## src/design/assert_macros.svh

```systemverilog
// Assertion helpers for the alarm zone arming controller.
`ifndef ASSERT_MACROS_SVH
`define ASSERT_MACROS_SVH

// Same-cycle implication.
`define AZAC_ASSERT_IMP(label, clk, rst_n, ante, cons) \
    label: assert property (@(posedge clk) disable iff (!rst_n) (ante) |-> (cons)) \
        else $error("implication check failed");

// Next-cycle implication.
`define AZAC_ASSERT_NXT(label, clk, rst_n, ante, cons) \
    label: assert property (@(posedge clk) disable iff (!rst_n) (ante) |=> (cons)) \
        else $error("next-cycle check failed");

`endif

```

## src/design/azac_pkg.sv

```systemverilog
package azac_pkg;

    localparam int NUM_ZONES_DEF = 8;
    localparam int NUM_KEYS_DEF  = 4;

    localparam int SAMPLE_ZONES = 8;
    localparam int SAMPLE_KEYS  = 4;
    localparam int FN_ZONES     = 8;

    localparam int APB_AW = 3;
    localparam logic REG_ZONE_FN = 1'b0;
    localparam logic REG_THR     = 1'b1;

    localparam logic [3:0] THR_RESET = 4'd8;

    localparam logic [2:0] FN_OFF       = 3'd0;
    localparam logic [2:0] FN_PERIMETER = 3'd1;
    localparam logic [2:0] FN_INTERIOR  = 3'd2;
    localparam logic [2:0] FN_ALWAYS    = 3'd3;
    localparam logic [2:0] FN_DELAYED   = 3'd4;

    localparam int KEY_AWAY   = 0;
    localparam int KEY_HOME   = 1;
    localparam int KEY_DISARM = 2;

    localparam logic [1:0] BLINK_OFF  = 2'd0;
    localparam logic [1:0] BLINK_SLOW = 2'd1;
    localparam logic [1:0] BLINK_FAST = 2'd2;

    typedef enum logic [2:0] {
        ST_DISARMED  = 3'd0,
        ST_HOME      = 3'd1,
        ST_AWAY      = 3'd2,
        ST_PENDING   = 3'd3,
        ST_TRIGGERED = 3'd4
    } t_state;

    typedef struct packed {
        logic       valid;
        logic [2:0] state;
    } t_cmd;

    typedef struct packed {
        logic [2:0] state;
        logic [2:0] cause;
        logic       siren;
        logic [1:0] blink;
        logic       beep;
        logic       notify;
        logic       state_changed;
    } t_status;

    typedef struct packed {
        logic [3:0] pad;
        logic [2:0] command_state;
        logic       command_valid;
        logic [3:0] rf_second;
        logic [3:0] rf_first;
        logic [7:0] zone_second;
        logic [7:0] zone_first;
    } t_in_beat;

    typedef struct packed {
        logic [6:0] pad;
        logic       inputs_changed;
        logic       state_changed;
        logic       notify_pulse;
        logic       beep_pulse;
        logic [1:0] blink_mode;
        logic       siren_on;
        logic [3:0] rf_levels;
        logic [7:0] zone_levels;
        logic [2:0] trip_zone;
        logic [2:0] alarm_state;
    } t_out_beat;

endpackage

```

## src/design/azac_lane.sv

```systemverilog
module azac_lane (
    input  logic       i_clk,
    input  logic       i_rst_n,
    input  logic       i_en,
    input  logic [3:0] i_thr,
    input  logic       i_first,
    input  logic       i_second,
    output logic       o_accept,
    output logic       o_level_next
);

    logic       r_level;
    logic [3:0] r_count;
    logic       n_level;
    logic [3:0] n_count;
    logic       w_acc;

    always_comb begin
        n_level = r_level;
        n_count = r_count;
        w_acc   = 1'b0;
        if (i_first != r_level) begin
            if (i_second != r_level) begin
                n_count = (r_count == 4'hF) ? r_count : r_count + 4'd1;
            end else begin
                n_count = 4'd0;
            end
            if (n_count >= i_thr) begin
                n_level = i_second;
                n_count = 4'd0;
                w_acc   = 1'b1;
            end
        end
    end

    always_ff @(posedge i_clk) begin
        if (!i_rst_n) begin
            r_level <= 1'b1;
            r_count <= 4'd0;
        end else if (i_en) begin
            r_level <= n_level;
            r_count <= n_count;
        end
    end

    assign o_accept     = w_acc;
    assign o_level_next = n_level;

endmodule

```

## src/design/azac_merge.sv

```systemverilog
module azac_merge #(
    parameter int NUM_ZONES = azac_pkg::NUM_ZONES_DEF
) (
    input  logic                  i_clk,
    input  logic                  i_rst_n,
    input  logic                  i_en,
    input  azac_pkg::t_cmd        i_cmd,
    input  logic [23:0]           i_zone_fn,
    input  logic [NUM_ZONES-1:0]  i_zone_acc,
    input  logic [NUM_ZONES-1:0]  i_zone_new,
    input  logic [2:0]            i_key_acc,
    output azac_pkg::t_status     o_status
);

    azac_pkg::t_state r_state, n_state;
    logic [2:0]       r_cause, n_cause;
    logic             r_siren, n_siren;
    logic [1:0]       r_blink, n_blink;
    logic             w_beep, w_notify, w_changed;
    logic [2:0]       w_fn [NUM_ZONES];
    logic [NUM_ZONES-1:0] w_trig;

    // zones beyond the function register act as off
    for (genvar g = 0; g < NUM_ZONES; g++) begin : g_fn
        if (g < azac_pkg::FN_ZONES) begin : g_cfg
            assign w_fn[g] = i_zone_fn[3*g +: 3];
        end else begin : g_off
            assign w_fn[g] = azac_pkg::FN_OFF;
        end
    end

    always_comb begin
        for (int i = 0; i < NUM_ZONES; i++) begin
            case (w_fn[i])
                azac_pkg::FN_PERIMETER:
                    w_trig[i] = i_zone_acc[i] &&
                                (r_state == azac_pkg::ST_HOME || r_state == azac_pkg::ST_AWAY);
                azac_pkg::FN_INTERIOR:
                    w_trig[i] = i_zone_acc[i] && (r_state == azac_pkg::ST_AWAY);
                azac_pkg::FN_ALWAYS:
                    w_trig[i] = i_zone_acc[i] && i_zone_new[i];
                default:
                    w_trig[i] = 1'b0;
            endcase
        end
    end

    always_comb begin
        n_state   = r_state;
        n_cause   = r_cause;
        n_siren   = r_siren;
        n_blink   = r_blink;
        w_beep    = 1'b0;
        w_notify  = 1'b0;
        w_changed = 1'b0;

        if (i_cmd.valid && i_cmd.state <= azac_pkg::ST_TRIGGERED) begin
            n_state = azac_pkg::t_state'(i_cmd.state);
        end
        for (int i = 0; i < NUM_ZONES; i++) begin
            if (w_trig[i]) begin
                n_state = azac_pkg::ST_TRIGGERED;
                n_cause = 3'(i);
            end
        end
        if (i_key_acc[azac_pkg::KEY_AWAY])   n_state = azac_pkg::ST_AWAY;
        if (i_key_acc[azac_pkg::KEY_HOME])   n_state = azac_pkg::ST_HOME;
        if (i_key_acc[azac_pkg::KEY_DISARM]) n_state = azac_pkg::ST_DISARMED;

        if (n_state != r_state) begin
            w_changed = 1'b1;
            case (n_state)
                azac_pkg::ST_DISARMED: begin
                    n_siren = 1'b0;
                    n_blink = azac_pkg::BLINK_OFF;
                    if (r_state == azac_pkg::ST_AWAY) begin
                        w_beep   = 1'b1;
                        w_notify = 1'b1;
                    end
                end
                azac_pkg::ST_HOME: begin
                    n_blink = azac_pkg::BLINK_SLOW;
                end
                azac_pkg::ST_AWAY: begin
                    n_blink  = azac_pkg::BLINK_SLOW;
                    w_beep   = 1'b1;
                    w_notify = 1'b1;
                end
                azac_pkg::ST_TRIGGERED: begin
                    n_siren  = 1'b1;
                    n_blink  = azac_pkg::BLINK_FAST;
                    w_notify = 1'b1;
                end
                default: begin
                end
            endcase
        end
    end

    always_ff @(posedge i_clk) begin
        if (!i_rst_n) begin
            r_state <= azac_pkg::ST_DISARMED;
            r_cause <= 3'd0;
            r_siren <= 1'b0;
            r_blink <= azac_pkg::BLINK_OFF;
        end else if (i_en) begin
            r_state <= n_state;
            r_cause <= n_cause;
            r_siren <= n_siren;
            r_blink <= n_blink;
        end
    end

    assign o_status.state         = n_state;
    assign o_status.cause         = n_cause;
    assign o_status.siren         = n_siren;
    assign o_status.blink         = n_blink;
    assign o_status.beep          = w_beep;
    assign o_status.notify        = w_notify;
    assign o_status.state_changed = w_changed;

endmodule

```

## src/design/alarm_zone_arming_controller_core.sv

```systemverilog
// Alarm zone arming controller.
// s_axis carries one poll tick per beat: two samples of the zone lines and of
// the remote-key lines plus an optional remote arm command. Each line has its
// own debounce lane; a merge stage resolves trigger, key and command requests
// and applies the resulting state entry.
// m_axis returns one status beat per input beat, in order.
// Throughput: one beat per cycle while s_axis_tready is high; all lanes and the
// merge finish in the accept cycle; the status beat is registered.
// Stall: an output register plus a one-beat skid stage; s_axis_tready drops
// only while both hold a result the receiver has not taken.
// Configuration: APB, zone functions at 0x0, debounce threshold at 0x4. Users
// write them only while the stream is idle (not enforced); pready is tied high.
// Reset (synchronous, active low): all lines open, counts zero, disarmed,
// siren and indicator off, threshold 8, all zones off, no beat pending.
module alarm_zone_arming_controller_core #(
    parameter int NUM_ZONES = azac_pkg::NUM_ZONES_DEF,
    parameter int NUM_KEYS  = azac_pkg::NUM_KEYS_DEF
) (
    input  logic                        i_clk,
    input  logic                        i_rst_n,
    input  logic                        s_axis_tvalid,
    output logic                        s_axis_tready,
    // zone_first, zone_second, rf_first, rf_second, command_valid, command_state
    input  logic [31:0]                 s_axis_tdata,
    output logic                        m_axis_tvalid,
    input  logic                        m_axis_tready,
    // alarm_state, trip_zone, zone_levels, rf_levels, siren_on, blink_mode,
    // beep_pulse, notify_pulse, state_changed, inputs_changed
    output logic [31:0]                 m_axis_tdata,
    input  logic                        psel,
    input  logic                        penable,
    input  logic                        pwrite,
    input  logic [azac_pkg::APB_AW-1:0] paddr,
    input  logic [31:0]                 pwdata,
    output logic [31:0]                 prdata,
    output logic                        pready
);

    azac_pkg::t_in_beat  w_in;
    azac_pkg::t_out_beat w_res;
    azac_pkg::t_out_beat r_od, r_sd;
    azac_pkg::t_status   w_status;
    azac_pkg::t_cmd      w_cmd;
    logic                r_ov, r_sv;
    logic [23:0]         r_zone_fn;
    logic [3:0]          r_thr;
    logic [3:0]          w_thr;
    logic                w_acc;
    logic [NUM_ZONES-1:0] w_zone_acc, w_zone_new;
    logic [NUM_KEYS-1:0]  w_key_acc, w_key_new;
    logic [7:0]          w_zl;
    logic [3:0]          w_rl;
    logic                w_od_trig;

    assign pready = 1'b1;

    always_ff @(posedge i_clk) begin
        if (!i_rst_n) begin
            r_zone_fn <= 24'd0;
            r_thr     <= azac_pkg::THR_RESET;
        end else if (psel && penable && pwrite) begin
            case (paddr[2])
                azac_pkg::REG_ZONE_FN: r_zone_fn <= pwdata[23:0];
                azac_pkg::REG_THR:     r_thr     <= pwdata[3:0];
                default: begin
                end
            endcase
        end
    end

    always_comb begin
        case (paddr[2])
            azac_pkg::REG_ZONE_FN: prdata = {8'd0, r_zone_fn};
            azac_pkg::REG_THR:     prdata = {28'd0, r_thr};
            default:               prdata = 32'd0;
        endcase
    end

    assign w_thr = (r_thr == 4'd0) ? 4'd1 : r_thr;

    assign w_in          = azac_pkg::t_in_beat'(s_axis_tdata);
    assign s_axis_tready = !r_sv;
    assign w_acc         = s_axis_tvalid && !r_sv;

    // lines past the sample width read as 0
    for (genvar g = 0; g < NUM_ZONES; g++) begin : g_zone
        logic w_a, w_b;
        if (g < azac_pkg::SAMPLE_ZONES) begin : g_in
            assign w_a = w_in.zone_first[g];
            assign w_b = w_in.zone_second[g];
        end else begin : g_zero
            assign w_a = 1'b0;
            assign w_b = 1'b0;
        end
        azac_lane u_lane (
            .i_clk        (i_clk),
            .i_rst_n      (i_rst_n),
            .i_en         (w_acc),
            .i_thr        (w_thr),
            .i_first      (w_a),
            .i_second     (w_b),
            .o_accept     (w_zone_acc[g]),
            .o_level_next (w_zone_new[g])
        );
    end

    for (genvar g = 0; g < NUM_KEYS; g++) begin : g_key
        logic w_a, w_b;
        if (g < azac_pkg::SAMPLE_KEYS) begin : g_in
            assign w_a = w_in.rf_first[g];
            assign w_b = w_in.rf_second[g];
        end else begin : g_zero
            assign w_a = 1'b0;
            assign w_b = 1'b0;
        end
        azac_lane u_lane (
            .i_clk        (i_clk),
            .i_rst_n      (i_rst_n),
            .i_en         (w_acc),
            .i_thr        (w_thr),
            .i_first      (w_a),
            .i_second     (w_b),
            .o_accept     (w_key_acc[g]),
            .o_level_next (w_key_new[g])
        );
    end

    assign w_cmd.valid = w_in.command_valid;
    assign w_cmd.state = w_in.command_state;

    azac_merge #(
        .NUM_ZONES (NUM_ZONES)
    ) u_merge (
        .i_clk      (i_clk),
        .i_rst_n    (i_rst_n),
        .i_en       (w_acc),
        .i_cmd      (w_cmd),
        .i_zone_fn  (r_zone_fn),
        .i_zone_acc (w_zone_acc),
        .i_zone_new (w_zone_new),
        .i_key_acc  (w_key_acc[2:0]),
        .o_status   (w_status)
    );

    always_comb begin
        w_zl = 8'd0;
        w_rl = 4'd0;
        for (int i = 0; i < NUM_ZONES; i++) begin
            if (i < 8) w_zl[i[2:0]] = w_zone_new[i];
        end
        for (int i = 0; i < NUM_KEYS; i++) begin
            if (i < 4) w_rl[i[1:0]] = w_key_new[i];
        end
    end

    always_comb begin
        w_res                = '0;
        w_res.alarm_state    = w_status.state;
        w_res.trip_zone      = w_status.cause;
        w_res.zone_levels    = w_zl;
        w_res.rf_levels      = w_rl;
        w_res.siren_on       = w_status.siren;
        w_res.blink_mode     = w_status.blink;
        w_res.beep_pulse     = w_status.beep;
        w_res.notify_pulse   = w_status.notify;
        w_res.state_changed  = w_status.state_changed;
        w_res.inputs_changed = (|w_zone_acc) || (|w_key_acc);
    end

    always_ff @(posedge i_clk) begin
        if (!i_rst_n) begin
            r_ov <= 1'b0;
            r_sv <= 1'b0;
        end else if (r_sv) begin
            if (m_axis_tready) begin
                r_sv <= 1'b0;
            end
        end else if (w_acc && r_ov && !m_axis_tready) begin
            r_sv <= 1'b1;
        end else if (w_acc) begin
            r_ov <= 1'b1;
        end else if (m_axis_tready) begin
            r_ov <= 1'b0;
        end
    end

    always_ff @(posedge i_clk) begin
        if (r_sv && m_axis_tready) begin
            r_od <= r_sd;
        end else if (w_acc && (!r_ov || m_axis_tready)) begin
            r_od <= w_res;
        end
        if (w_acc && r_ov && !m_axis_tready) begin
            r_sd <= w_res;
        end
    end

    assign m_axis_tvalid = r_ov;
    assign m_axis_tdata  = r_od;

    assign w_od_trig = (r_od.alarm_state == azac_pkg::ST_TRIGGERED);

    `include "assert_macros.svh"

    `AZAC_ASSERT_IMP(a_skid_behind_out, i_clk, i_rst_n, r_sv, r_ov)
    `AZAC_ASSERT_NXT(a_skid_drains_to_out, i_clk, i_rst_n, r_sv, r_ov)
    `AZAC_ASSERT_IMP(a_beep_change, i_clk, i_rst_n, r_ov && r_od.beep_pulse, r_od.state_changed)
    `AZAC_ASSERT_IMP(a_triggered_siren, i_clk, i_rst_n, m_axis_tvalid && w_od_trig, r_od.siren_on)

endmodule

```

## config.mk

```make
export PLATFORM = sky130hd
export DESIGN_NAME = alarm_zone_arming_controller_core
export DESIGN_NICKNAME = d
export VERILOG_FILES = /design/src/design/azac_pkg.sv /design/src/design/azac_lane.sv /design/src/design/azac_merge.sv /design/src/design/alarm_zone_arming_controller_core.sv
export VERILOG_INCLUDE_DIRS = /design/src /design/src/design
export SDC_FILE = /design/constraint.sdc
export NUM_CORES = 1
export LEC_CHECK = 0
export BUFFER_PORTS_ARGS = -buffer_cell sky130_fd_sc_hd__clkbuf_2
export CAP_MARGIN = 20
export CORE_MARGIN = 4
export CORE_UTILIZATION = 51
export CTS_CLUSTER_DIAMETER = 30
export DETAILED_ROUTE_END_ITERATION = 8
export PLACE_DENSITY = 0.72
export SLEW_MARGIN = 5
export SYNTH_ARGS = -nofsm -noshare
export SYNTH_HDL_FRONTEND = slang
export SYNTH_SLANG_ARGS = --single-unit
```

## constraint.sdc

```tcl
create_clock -name i_clk -period 4.2 [get_ports i_clk]
set_clock_uncertainty 0.1 [all_clocks]
set_input_delay 0.42 -clock i_clk [delete_from_list [all_inputs] [get_ports i_clk]]
set_output_delay 0.42 -clock i_clk [all_outputs]
set_load 0.01 [all_outputs]
```

# --- After elaboration in Yosys (flattened, before gate mapping) ---
# Index checks and enable logic that the tools add are counted.
totals:
  reg_bits: 149
  inputBits: 74
  output_inout_bits: 67
classes:
  add_sub_neg: 12
  order_cmp: 13
  n_eq_ne: 66
  n_mux: 143
  bitwise_logic: 3
  n_reduce_logical: 61
ops:
  columns: ["operator", "count"]
  rows:
  - ["$mux W4", 49]
  - ["$pmux W32 S2", 1]
  - ["$mux W3", 20]
  - ["$mux W1", 58]
  - ["$eq A3 B2 Y1 const B", 18]
  - ["$mux W25", 2]
  - ["$add A4 B1 Y4 const B", 12]
  - ["$eq A4 B4 Y1 const B", 12]
  - ["$ge A4 B4 Y1", 12]
  - ["$logic_and A1 B1 Y1", 32]
  - ["$eq A3 B1 Y1 const B", 10]
  - ["$reduce_and A2 Y1", 14]
  - ["$ne A1 B1 Y1", 24]
  - ["$pmux W1 S3", 8]
  - ["$reduce_or A8 Y1", 1]
  - ["$pmux W1 S2", 3]
  - ["$pmux W2 S3", 1]
  - ["$logic_not A4 Y1", 1]
  - ["$reduce_bool A2 Y1", 2]
  - ["$reduce_or A2 Y1", 2]
  - ["$reduce_or A4 Y1", 1]
  - ["$eq A3 B3 Y1 const B", 1]
  - ["$le A3 B3 Y1 const B", 1]
  - ["$logic_not A1 Y1", 3]
  - ["other kinds (6)", 10]

# --- Depth between registers and ports, before layout ---
depth:
  ltp_word: 26
  depth_mapped: 16
  ltp_nobuf: 14

# --- Modules after synthesis ---
# Synthesis repeated with hierarchy kept, for this count alone.
unflattened:
  cells_unflattened: 1093
  area_unflattened_um2: 10068.4
modules_own_cells:
  columns: ["mod", "n_inst", "cells_each", "area_each_um2", "seq_area_each_um2"]
  rows:
  - ["azac_lane", 12, 55, 456.7, 100.1]
  - ["alarm_zone_arming_controller_core", 1, 264, 3385.7, 2102.0]
  - ["azac_merge", 1, 169, 1202.4, 180.2]

# --- Worst setup path before layout ---
# Ideal clock, no wire load.
synth_timing:
  path_type: "reg2reg"
  startpoint: "register g_key[0].u_lane.r_count[0]"
  endpoint: "register r_od (netlist bit m_axis_tdata[18]) (data pin)"
  t_arrival_ns: 3.464
  required_time_ns: 3.840
  slack_ns: 0.375
  path_stages_with_launch: 15
  path_buffers: 0
  cell_sequence: "dfxtp_1 -> ha_1 -> nand3_1 -> xor2_1 -> nand2_1 -> ha_1 -> nand2b_1 -> a2111oi_4 -> nor3_1 -> nor3_1 -> nor2_1 -> a211oi_1 -> a32o_2 -> mux2_4 -> mux2_4"
synth_between:
  elab_chain_len: 15
synth_lines:
  columns: ["element", "line_no", "source"]
  rows:
  - ["start, declared", "azac_lane.sv:13", "logic [3:0] r_count;"]
  - ["start signal, assigned", "azac_lane.sv:42", "r_count <= n_count;"]
  - ["$add A4 B1 Y4 or $eq A4 B4 Y1 (tied branches)", "azac_lane.sv:24", "n_count = (r_count == 4'hF) ? r_count : r_count + 4'd1;"]
  - ["$mux W4 (*)", "azac_lane.sv:24", null]
  - ["$mux W4 (*)", "azac_lane.sv:23", "if (i_second != r_level) begin"]
  - ["$mux W4 (*)", "azac_lane.sv:22", "if (i_first != r_level) begin"]
  - ["$ge A4 B4 Y1 (*)", "azac_lane.sv:28", "if (n_count >= i_thr) begin"]
  - ["$mux W1 (*)", "azac_lane.sv:28", null]
  - ["$mux W1 (*)", "azac_lane.sv:22", null]
  - ["$mux W3 (*)", "azac_merge.sv:66", "if (i_key_acc[azac_pkg::KEY_AWAY]) n_state = azac_pkg::ST_AWAY;"]
  - ["$mux W3 (*)", "azac_merge.sv:67", "if (i_key_acc[azac_pkg::KEY_HOME]) n_state = azac_pkg::ST_HOME;"]
  - ["$mux W3 (*)", "azac_merge.sv:68", "if (i_key_acc[azac_pkg::KEY_DISARM]) n_state = azac_pkg::ST_DISARMED;"]
  - ["$eq A3 B3 Y1 or $logic_not A3 Y1 (tied branches)", "azac_merge.sv:72", "case (n_state)"]
  - ["$pmux W1 S2", "azac_merge.sv:72", null]
  - ["$mux W1 (*)", "azac_merge.sv:70", "if (n_state != r_state) begin"]
  - ["named net u_merge.n_siren", "azac_merge.sv:17", "logic r_siren, n_siren;"]
  - ["$mux W25 (*)", "alarm_zone_arming_controller_core.sv:190", "end else if (w_acc && (!r_ov || m_axis_tready)) begin"]
  - ["$mux W25 (*)", "alarm_zone_arming_controller_core.sv:188", "if (r_sv && m_axis_tready) begin"]
  - ["end signal, assigned", "alarm_zone_arming_controller_core.sv:189", "r_od <= r_sd;"]
  - ["end signal, assigned", "alarm_zone_arming_controller_core.sv:191", "r_od <= w_res;"]
  - ["end, declared", "alarm_zone_arming_controller_core.sv:41", "azac_pkg::t_out_beat r_od, r_sd;"]
# The timed path passes the listed nets; every way through them passes the cells marked *. The select of a mux whose other input is x is not followed.
# A chain may end at the register's enable or synchronous reset.

# --- Final worst setup path ---
layout_timing:
  startpoint: "register g_zone[7].u_lane.r_count[0]"
  endpoint: "register r_od (netlist bit m_axis_tdata[18]) (data pin)"
layout_between:
  elab_chain_len: 18
layout_lines:
  columns: ["element", "line_no"]
  rows:
  - ["start, declared", "azac_lane.sv:13"]
  - ["start signal, assigned", "azac_lane.sv:42"]
  - ["$add A4 B1 Y4 or $eq A4 B4 Y1 (tied branches)", "azac_lane.sv:24"]
  - ["$mux W4 (*)", "azac_lane.sv:24"]
  - ["$mux W4 (*)", "azac_lane.sv:23"]
  - ["$mux W4 (*)", "azac_lane.sv:22"]
  - ["$ge A4 B4 Y1 (*)", "azac_lane.sv:28"]
  - ["$mux W1", "azac_lane.sv:28"]
  - ["$mux W1", "azac_lane.sv:22"]
  - ["$logic_and A1 B1 Y1 (on tied branches)", "azac_merge.sv:41, azac_merge.sv:36, azac_merge.sv:39"]
  - ["(+3 left out)", null]
  - ["$mux W3 (*)", "azac_merge.sv:67"]
  - ["$mux W3 (*)", "azac_merge.sv:68"]
  - ["$eq A3 B3 Y1 or $logic_not A3 Y1 (tied branches)", "azac_merge.sv:72"]
  - ["$pmux W1 S2", "azac_merge.sv:72"]
  - ["$mux W1 (*)", "azac_merge.sv:70"]
  - ["named net u_merge.n_siren", "azac_merge.sv:17"]
  - ["$mux W25 (*)", "alarm_zone_arming_controller_core.sv:190"]
  - ["$mux W25 (*)", "alarm_zone_arming_controller_core.sv:188"]
# Marks and branches as above.

==> metrics.md <==
| Metric | Value |
|---|---|
| Unique cell type count in the Yosys netlist | 76 |
| Vias | 7914 |
| Post-route met1 wirelength | 10.69 mm |
| Final Hold Fails | 0 |
| R2r worst-path depth | 14 |
| VDD IR max | 296.3 µV |
| R2R setup slack | 0.21 ns |
| Worst slew pin tran | around 1.1 ns |
| Share of cells above drive strength 1 | 0.1650 |
| Avg WL per Cell | 16.01 µm |
| Reg2reg start | g_zone[7].u_lane.r_count[0]$_SDFFE_PN0P_ |
| Gr usage total | 0.2257 |
| Clock Latency Late Sink | 0.43 ns |
| Most frequent cell after synthesis | nand2_1 |
| Synthesized flop and latch total | 149 |
| RR Endpoint | m_axis_tdata[18]$_DFFE_PP_ |
| Antenna cells | 0 |
| Seq/Total Area, Yosys | 0.3771 |
| Critical path required time | 4.28 ns |
| Post-layout net count | between 1000 and 1500 |
| Clock sinks | about 150 |
| Worst Hold Path EP | r_zone_fn[14]$_SDFFE_PN0P_ |
| Initial antenna violation count | 0 |
| Outcome | finished clean |
| Hold path cells | 3 |
| Nature of the critical path endpoint | flop |
| Root Buffer | clkbuf_16 |
| Io pins | 141 |
| Worst setup SP type | flop |
| CP cell instances | ha_2, nand3_1, xor2_1, nand2b_1, ha_1, nand2b_1, a2111o_1, o2111ai_1, o31ai_1, nand2b_4, a311o_1, a32o_2, mux2_4, mux2_4 |
| First-pass GRT wire length | 36.99 mm |
| Clk buf depth | 2 |
| Area of the multi-input gates | 0.005449 mm² |
| Reg area | 0.003487 mm² |
| Post-DRT Antenna Nets | 0 |
| Post-synth top area share | 0.2146 |
| Chip height | 142.6 µm |
| Max Slew Vio Count | 0 |
| Placed insts | 1379 |
| Initial cell density of the core | 0.5267 |
| Final TNS setup | 0 ns |
| Routed WL | between 20 and 25 mm |
| Routability cong. | 0.8671 |
| Die W | 142.6 µm |
| Synthesis Warnings | 0 |
| Largest stage delay, worst path | 0.45 ns |
| Fillers | approximately 1500 |
| Slowest cell on the critical path | a2111o_1 |
| Vias in the first global route | 7450 |
| Critical hold path startpoint | pwdata[14] |
| Synth Area per Inst | around 8.7 µm² |
| Ys flop type | dfxtp_1 |
| Worst-path clk slew | 0.06 ns |
| Max transition margin | 0.2969 |
| I/O Buffers | 110 |
| CP Buf/Inv Count | 0 |
| Synth area leader | dfxtp_1 |
| Die ar. | 0.02033 mm² |
| Fmax | 250.3 MHz |
| Worst-path fanout max | 9 |
| Largest net degree at the start of global routing | 57 |
| Post-synthesis instance area | 0.009236 mm² |
| Detailed Route Iter0 Violations | 562 |
| Highest metal used | met4 |
| DRC Markers | 0 |
| Core area | 0.01754 mm² |
| Post-synth EDFFs | 50 |
| Max-cap violations | 0 |
| Crit path max-delay family | compound AO/OA/AOI/OAI gates |
| Hold Slack | 0.1160 ns |
| CTS tree | built |
| DP Worst Slack | 0.1288 ns |
| Worst Path Arrival | 4.07 ns |
| RSZ-0062 raised after global routing | false |
| Setup ws final | 0.2054 ns |
| Fin cells | approximately 1400 |
| # setup viols final | 0 |
| Area grow syn2layout | 15.25% |
| CP Class | flop to flop |
| CTS H-tree depth | 4 |
| Period utilization | 0.9511 |
| Rows | 48 |
| DRT Pass-1 Iters | 6 |
| Via/cell ratio | roughly 5.6 |
| Largest cells by area after synthesis | dfxtp_1, edfxtp_1, ha_1, nand2_1, nor2b_1 |
| Total gr overflow | 0 |
| CTS Buf Count | 17 |
| DP Wirelength | 16.49 mm |
| Met2 routed wirelength | 9.928 mm |
| Leak | 4.245 nW |
| Cells after Synth | approximately 1100 |
| Post-synth top cells | nand2_1, nor2_1, dfxtp_1 |
| Met3 wire length | approximately 1.7 mm |
| Synth async-reset ratio | 0 |
| Hold Path Class | input port to flop |
| Power Dens Cells | 336.6 mW/mm² |
| Min Tclk post-route | about 4.0 ns |
| Hold_buf cts | 0 |
| Finished Core Util | 0.6070 |
[placed cells by master, fill, tap and decap left out, drive strengths merged, types with 5 or more instances in the layout]
cell type | synthesis | routed
nand2b | 38 | 38
nand3 | 32 | 32
o21a | 13 | 13
nor3 | 42 | 42
edfxtp | 50 | 50
a32oi | 5 | 5
conb | 2 | 16
a21o | 7 | 7
a21oi | 24 | 24
a31oi | 13 | 13
nor2 | 104 | 104
nor2b | 65 | 65
and2 | 12 | 12
clkinv | 0 | 5
o21ai | 36 | 36
buf | 22 | 25
xnor2 | 24 | 24
nand2 | 134 | 134
clkbuf | 29 | 128
a21boi | 38 | 38
ha | 60 | 60
inv | 33 | 38
a22oi | 27 | 27
xor2 | 19 | 19
mux2i | 26 | 26
nor3b | 16 | 16
dfxtp | 99 | 99
and3 | 5 | 5
o211ai | 15 | 15
mux2 | 7 | 7
[per-stage QoR]
step | total power [W] | cell area (µm²)
2_1_floorplan | 0.001981 | 9289
3_3_place_gp | 0.002131 | 10030
3_5_place_dp | 0.002140 | 10030
4_1_cts | 0.003597 | 10590
5_1_grt | 0.003743 | 10650
6_report | 0.003584 | 10650
[layout make-up]
cell class                 count  area share
clock buffer                  18     0.04032
clock inverter                14     0.01211
inverter                      33     0.01164
multi-input combinational    839      0.5119
sequential                   149      0.3276
tap                          225     0.02645
timing repair buffer         135     0.07005
[report_power, final]
part	total, W	internal [W]	switching [W]
logic	0.000512	0.000210	0.000302
registers	0.00161	0.00156	0.0000487
clock network	0.00146	0.000821	0.000641
[state kept, by name, summed over array words and instances, names as in the netlist]
register and cells:
r_thr 4, r_zone_fn 24, g_zone.u_lane.r_count 32, g_zone.u_lane.r_level 8
u_merge.r_state 3, u_merge.r_cause 3, g_key.u_lane.r_level 4, g_key.u_lane.r_count 16
u_merge.r_siren 1, r_sv 1, m_axis_tvalid 1, m_axis_tdata 25
u_merge.r_blink 2, r_sd 25
[per-layer routing]
layer	GRT usage	vias up
met5	0	-
met4	0.05653	0
li1	-	3967
met3	0.04940	35
met1	0.3187	3643
met2	0.3534	269
[worst reg2reg max path: cells and delay by family, from the launching register on]
kind                     cells  cell delay, ns
AO/OA/AOI/OAI                5            1.43
XOR/XNOR                     1            0.17
adder cells (fa/ha/maj)      2            0.49
flip-flops                   1            0.37
multiplexers                 2            0.57
AND/OR/NAND/NOR              4            0.61
[timing repair]
action / in CTS / in global routing
gates resized for setup: 0 / 12
endpoints found under the setup margin: 0 / 7
buffers inserted: 0 / 1
[kinds of logic after synthesis]
| kind of cell | Yosys count | share of synthesized area |
|---|---|---|
| AND/OR/NAND/NOR | 468 | 0.2479 |
| AO/OA/AOI/OAI | 218 | 0.1711 |
| flip-flops | 149 | 0.3771 |
| buffers and inverters | 84 | 0.04226 |
| adder cells (fa/ha/maj) | 61 | 0.08250 |
| XOR/XNOR | 43 | 0.04077 |
| multiplexers | 33 | 0.03752 |
| other | 2 | 0.0008131 |
[worst max path at each step]
stage | start | endpoint | cells after the start
2_1_floorplan | g_key[0].u_lane.r_count[0]$_SDFFE_PN0P_ | m_axis_tdata[18]$_DFFE_PP_ | 14
3_3_place_gp | g_key[0].u_lane.r_count[0]$_SDFFE_PN0P_ | m_axis_tdata[18]$_DFFE_PP_ | 13
3_5_place_dp | g_key[0].u_lane.r_count[0]$_SDFFE_PN0P_ | m_axis_tdata[18]$_DFFE_PP_ | 13
4_1_cts | g_zone[7].u_lane.r_count[0]$_SDFFE_PN0P_ | m_axis_tdata[18]$_DFFE_PP_ | 14
5_1_grt | g_zone[0].u_lane.r_count[1]$_SDFFE_PN0P_ | m_axis_tdata[18]$_DFFE_PP_ | 14
6_report | g_zone[7].u_lane.r_count[0]$_SDFFE_PN0P_ | m_axis_tdata[18]$_DFFE_PP_ | 14
Note: power is estimated with default switching activity, not from simulation.
